**config.mk**
```make
export PLATFORM = sky130hd
export DESIGN_NAME = mtf_front
export DESIGN_NICKNAME = d
export VERILOG_FILES = /design/src/rtl/mtf_pkg.sv /design/src/rtl/mtf_front.sv
export SDC_FILE = /design/constraint.sdc
export NUM_CORES = 1
export LEC_CHECK = 0
export BUFFER_PORTS_ARGS = -buffer_cell sky130_fd_sc_hd__clkbuf_2
export CAP_MARGIN = 20
export CORE_ASPECT_RATIO = 1.2
export CORE_MARGIN = 3
export CORE_UTILIZATION = 47
export CTS_CLUSTER_SIZE = 24
export DETAILED_ROUTE_END_ITERATION = 6
export GPL_TIMING_DRIVEN = 0
export PLACE_DENSITY_LB_ADDON = 0.25
export RECOVER_POWER = 50
export SLEW_MARGIN = 10
export SYNTH_ARGS = -nofsm -noshare
export SYNTH_HDL_FRONTEND = slang
export SYNTH_SLANG_ARGS = --single-unit
export TNS_END_PERCENT = 1
```
**constraint.sdc**
```tcl
create_clock -name clk_i -period 4.9 [get_ports clk_i]
set_input_delay 0.245 -clock clk_i [delete_from_list [all_inputs] [get_ports clk_i]]
set_output_delay 0.245 -clock clk_i [all_outputs]
set_load 0.02 [all_outputs]
```
**src/rtl/mtf_pkg.sv**
```systemverilog
`default_nettype none
package mtf_pkg;
  localparam int MaxDim = 64;
  localparam int MaxLevels = 7;
  localparam int TexelBits = 48;
  localparam int CoordBits = 16;
  localparam int StoreDepth = (MaxDim * MaxDim * 4) / 3 + MaxLevels;
  localparam int AddrBits = 13;
  localparam int DimBits = 7;

  localparam logic [2:0] RegBaseWidth = 3'd0;
  localparam logic [2:0] RegBaseHeight = 3'd1;
  localparam logic [2:0] RegLevelCount = 3'd2;
  localparam logic [2:0] RegModeU = 3'd3;
  localparam logic [2:0] RegModeV = 3'd4;

  localparam logic [2:0] ModeWrap = 3'd0;
  localparam logic [2:0] ModeClamp = 3'd1;
  localparam logic [2:0] ModeMirror = 3'd2;
  localparam logic [2:0] ModeZero = 3'd3;
  localparam logic [2:0] ModeOne = 3'd4;

  localparam logic [1:0] SrcStore = 2'd0;
  localparam logic [1:0] SrcZero = 2'd1;
  localparam logic [1:0] SrcOne = 2'd2;

  typedef struct packed {
    logic                        is_load;
    logic [TexelBits-1:0]        data;
    logic [2:0]                  level;
    logic signed [CoordBits-1:0] x;
    logic signed [CoordBits-1:0] y;
  } req_t;

  typedef enum logic [2:0] {
    StIdle, StGeom, StModX, StModY, StRead, StOut
  } back_state_e;

  function automatic logic [DimBits-1:0] dim_eff(input logic [DimBits-1:0] v);
    if (v == '0) return DimBits'(1);
    if (32'(v) > MaxDim) return DimBits'(MaxDim);
    return v;
  endfunction

  function automatic logic [DimBits-1:0] halve(input logic [DimBits-1:0] v);
    if (v <= DimBits'(1)) return DimBits'(1);
    return v >> 1;
  endfunction
endpackage
`default_nettype wire

```
**src/rtl/mtf_front.sv**
```systemverilog
`default_nettype none
module mtf_front (
  input  wire logic          clk_i,
  input  wire logic          rst_ni,
  input  wire logic          in_valid_i,
  output logic               in_ready_o,
  input  wire mtf_pkg::req_t in_req_i,
  output logic               q_valid_o,
  input  wire logic          q_ready_i,
  output mtf_pkg::req_t      q_req_o
);
  import mtf_pkg::*;

  req_t       mem_q [2];
  logic       wr_q, rd_q;
  logic [1:0] cnt_q;

  assign in_ready_o = cnt_q != 2'd2;
  assign q_valid_o  = cnt_q != 2'd0;
  assign q_req_o    = mem_q[rd_q];

  always_ff @(posedge clk_i) begin
    if (in_valid_i && in_ready_o) mem_q[wr_q] <= in_req_i;
  end

  always_ff @(posedge clk_i or negedge rst_ni) begin
    if (!rst_ni) begin
      wr_q <= 1'b0;
      rd_q <= 1'b0;
      cnt_q <= 2'd0;
    end else begin
      if (in_valid_i && in_ready_o) wr_q <= ~wr_q;
      if (q_valid_o && q_ready_i) rd_q <= ~rd_q;
      cnt_q <= cnt_q + 2'(in_valid_i && in_ready_o) - 2'(q_valid_o && q_ready_i);
    end
  end
endmodule
`default_nettype wire

```
==> impl_metrics.yaml <==
status:
  status: "finished, violations left"
  violations: "capacitance limit, slew limit"
sta:
  clock_skew_ns: 0.007535
  post-route-min-period_ns: 2.836
  final.setup.worst_slack_ns: 2.064
  max_clock_freq_ghz: 0.3526
  maxSlewViolCount: 54
  post-route-period-util: 0.5788
  fin_tns_setup_ns: 0
  slew_headroom: -0.2494
  hold_viol_final: 0
  worst_pin_slew_ns: 1.867
  setup_viol: 0
  grt_setup_unrepaired: "false"
layout:
  final_cell_mix: "edfxtp_1 (168), clkbuf_2 (102), clkbuf_1 (71)"
  layout_commonest_cell: "edfxtp_1"
  syn2layout_area_growth_pct: 28.04
  design_area_sq_mm: 0.008023
  drive_above_1_share: 0.3671
  nNetsFinal: 570
  instances_no_fill: 657
  diodes: 0
  num-fill-cells: 988
worst_setup_path:
  slowest_delay_ns: 1.39
  rrSetupSlack_ns: 2.06
  critical_path_required_ns: 5.01
  arrival_ns: 2.95
  path_delay_family: "simple AND/OR/NAND/NOR gates"
  cp-start-kind: "flop"
  crit_fanout: 25
  crit_buf_inv: 2
  slowest_stage: "nor2_1"
  cp_cell_sequence: "nand2b_1, nand2_1, nor2_1, buf_12, buf_16"
  critical_path_class: "reg -> reg"
  end_kind: "flop"
logic_synthesis:
  ys_types: 17
  ys_ff_latch: 172
  synth_warnings: 0
  yosys.area.top_type_share: 0.8051
  synthCells: 278
  syn-num-nets: 368
  synth.top_cells.by_area: "edfxtp_1 (81%), mux2_1 (9.0%), mux2_2 (6.1%), dfrtp_1 (1.6%), buf_6 (0.90%)"
  ys_seq_area_frac: 0.8211
  yosysTopAreaCell: "edfxtp_1"
  synth.avg_cell_area_sq_um: 22.54
  synth_area_sq_mm: 0.006266
grt:
  grt_pass1_vias: 3556
  gr-total-overflow: 0
  grt_max_degree: 48
  grt_usage: 0.1593
  antenna_found_initial: 0
  grt_pass1_wl_mm: 18.06
job:
  max_cap_violations: 2
clock_network:
  path_clk_slew_ns: 0.06
  post_cts_buffers: 0
  cts_tree: "yes"
  ctsRootBufferMaster: "clkbuf_16"
  clk_latency_ns: 0.41
  cts.htree.levels: 4
  cts_sinks: 172
  cts_buffer_depth: 2
  cts_made_buffers: 17
placed_design:
  numPortBuffers: 173
  gp_congestion: 0.7226
  dp_hpwl_mm: 7.774
  dp_slack_ns: 2.866
  dp_cells: 619
  placed_area_sq_mm: 0.007452
die:
  die_x_um: 111.4
  coreArea_sq_mm: 0.01284
  io_pins: 174
  fp.dieArea_sq_mm: 0.01476
  num_rows: 45
  die_h_um: 132.5
  start_util: 0.4881
route:
  wl_mm: 11.24
  drt-pass1-iter-count: 4
  wl_per_cell_um: 17.11
  avgViaCountPerCell: 4.959
  drtIter0Drc: 96
  drc_errors: 0
  vias: 3258
  final_antenna_net_count: 0
power_and_ir_drop:
  vdd_drop_max_mv: 0.3366
  leakage_nw: 2.913
  p_per_area_mw_per_mm2: 636.0
hold_path:
  holdCritPathClass: "in -> reg"
cell families after synthesis:
group	synth area share
DFF	0.8211
muxes	0.1510
buffers and inverters	0.01318
and+or+nand+nor	0.005193
xor gates and xnor gates	0.005592
adders and majority gates	0.003993
metrics by stage:
step                      hold slack (ns)  utilization  power, mW
after floorplan                  -0.05059            -      3.229
after global placement            0.05461       0.5715      3.760
after detailed placement          0.06047       0.5805      3.806
after CTS                      0.00008005       0.6321      5.193
after global routing             0.002508       0.6250      5.362
final                             0.02439       0.6250      5.102
synth_stat cells:
cell      count
edfxtp_1    168
mux2_1       50
mux2_2       34
buf_6         5
dfrtp_1       4
buf_2         3
xnor2_1       3
ha_1          2
and2_1        1
and3_1        1
buf_4         1
inv_1         1
nand2_1       1
nand2b_1      1
nor2_1        1
or2_2         1
xor2_1        1
worst reg2reg max path, delay by kind of cell (launching register included):
kind	cells	cell delay, ns
buffers and inverters	2	0.50
and+or+nand+nor	3	1.62
DFF	1	0.41
flip-flops by register name (all words and copies together) (netlist names):
| register | cells |
|---|---|
| cnt_q | 2 |
| rd_q | 1 |
| wr_q | 1 |
| mem_q | 168 |
repair_timing:
| item | CTS | global route |
|---|---|---|
| hold endpoints to repair | 11 | 2 |
| hold buffers | 5 | 1 |
| endpoints found under the setup margin | 0 | 0 |
| resized for setup | 0 | 0 |
path summary, 6_finish.rpt:
check	start	end	cells after the start
max	cnt_q[1]	mem_q[0][31]	5
min in group asynchronous	rst_ni	wr_q	2
min	in_req_i[81]	mem_q[0][81]	1
min reg2reg	wr_q	wr_q	1
max in group asynchronous	rst_ni	cnt_q[1]	2
max reg2reg	cnt_q[1]	mem_q[0][31]	5
area by class of cell:
cell class	count	area (sq um)	share of cell area
Clock buffer	18	429.2	0.05349
Inverter	1	3.754	0.0004679
Buffer	9	78.83	0.009825
Sequential cell	172	5145	0.6413
Clock inverter	14	182.7	0.02277
Timing Repair Buffer	183	939.7	0.1171
Tap cell	164	205.2	0.02558
Multi-Input combinational cell	96	1039	0.1294
power breakdown:
group	total [mW]	internal (mW)	switching (mW)
sequential	2.09	2.01	0.0729
clock	1.37	0.816	0.555
combinational	1.64	0.630	1.01
routing by layer:
layer	part of all wire	vias to the layer above	routed length (um)	track usage
met2	0.52	132	5858	0.2730
met1	0.39	1601	4429	0.1874
met5	0	-	0	0
li1	-	1514	-	-
met3	0.075	11	844	0.05581
met4	0.0094	0	106	0.05477
(Power assumes the default switching activity.)
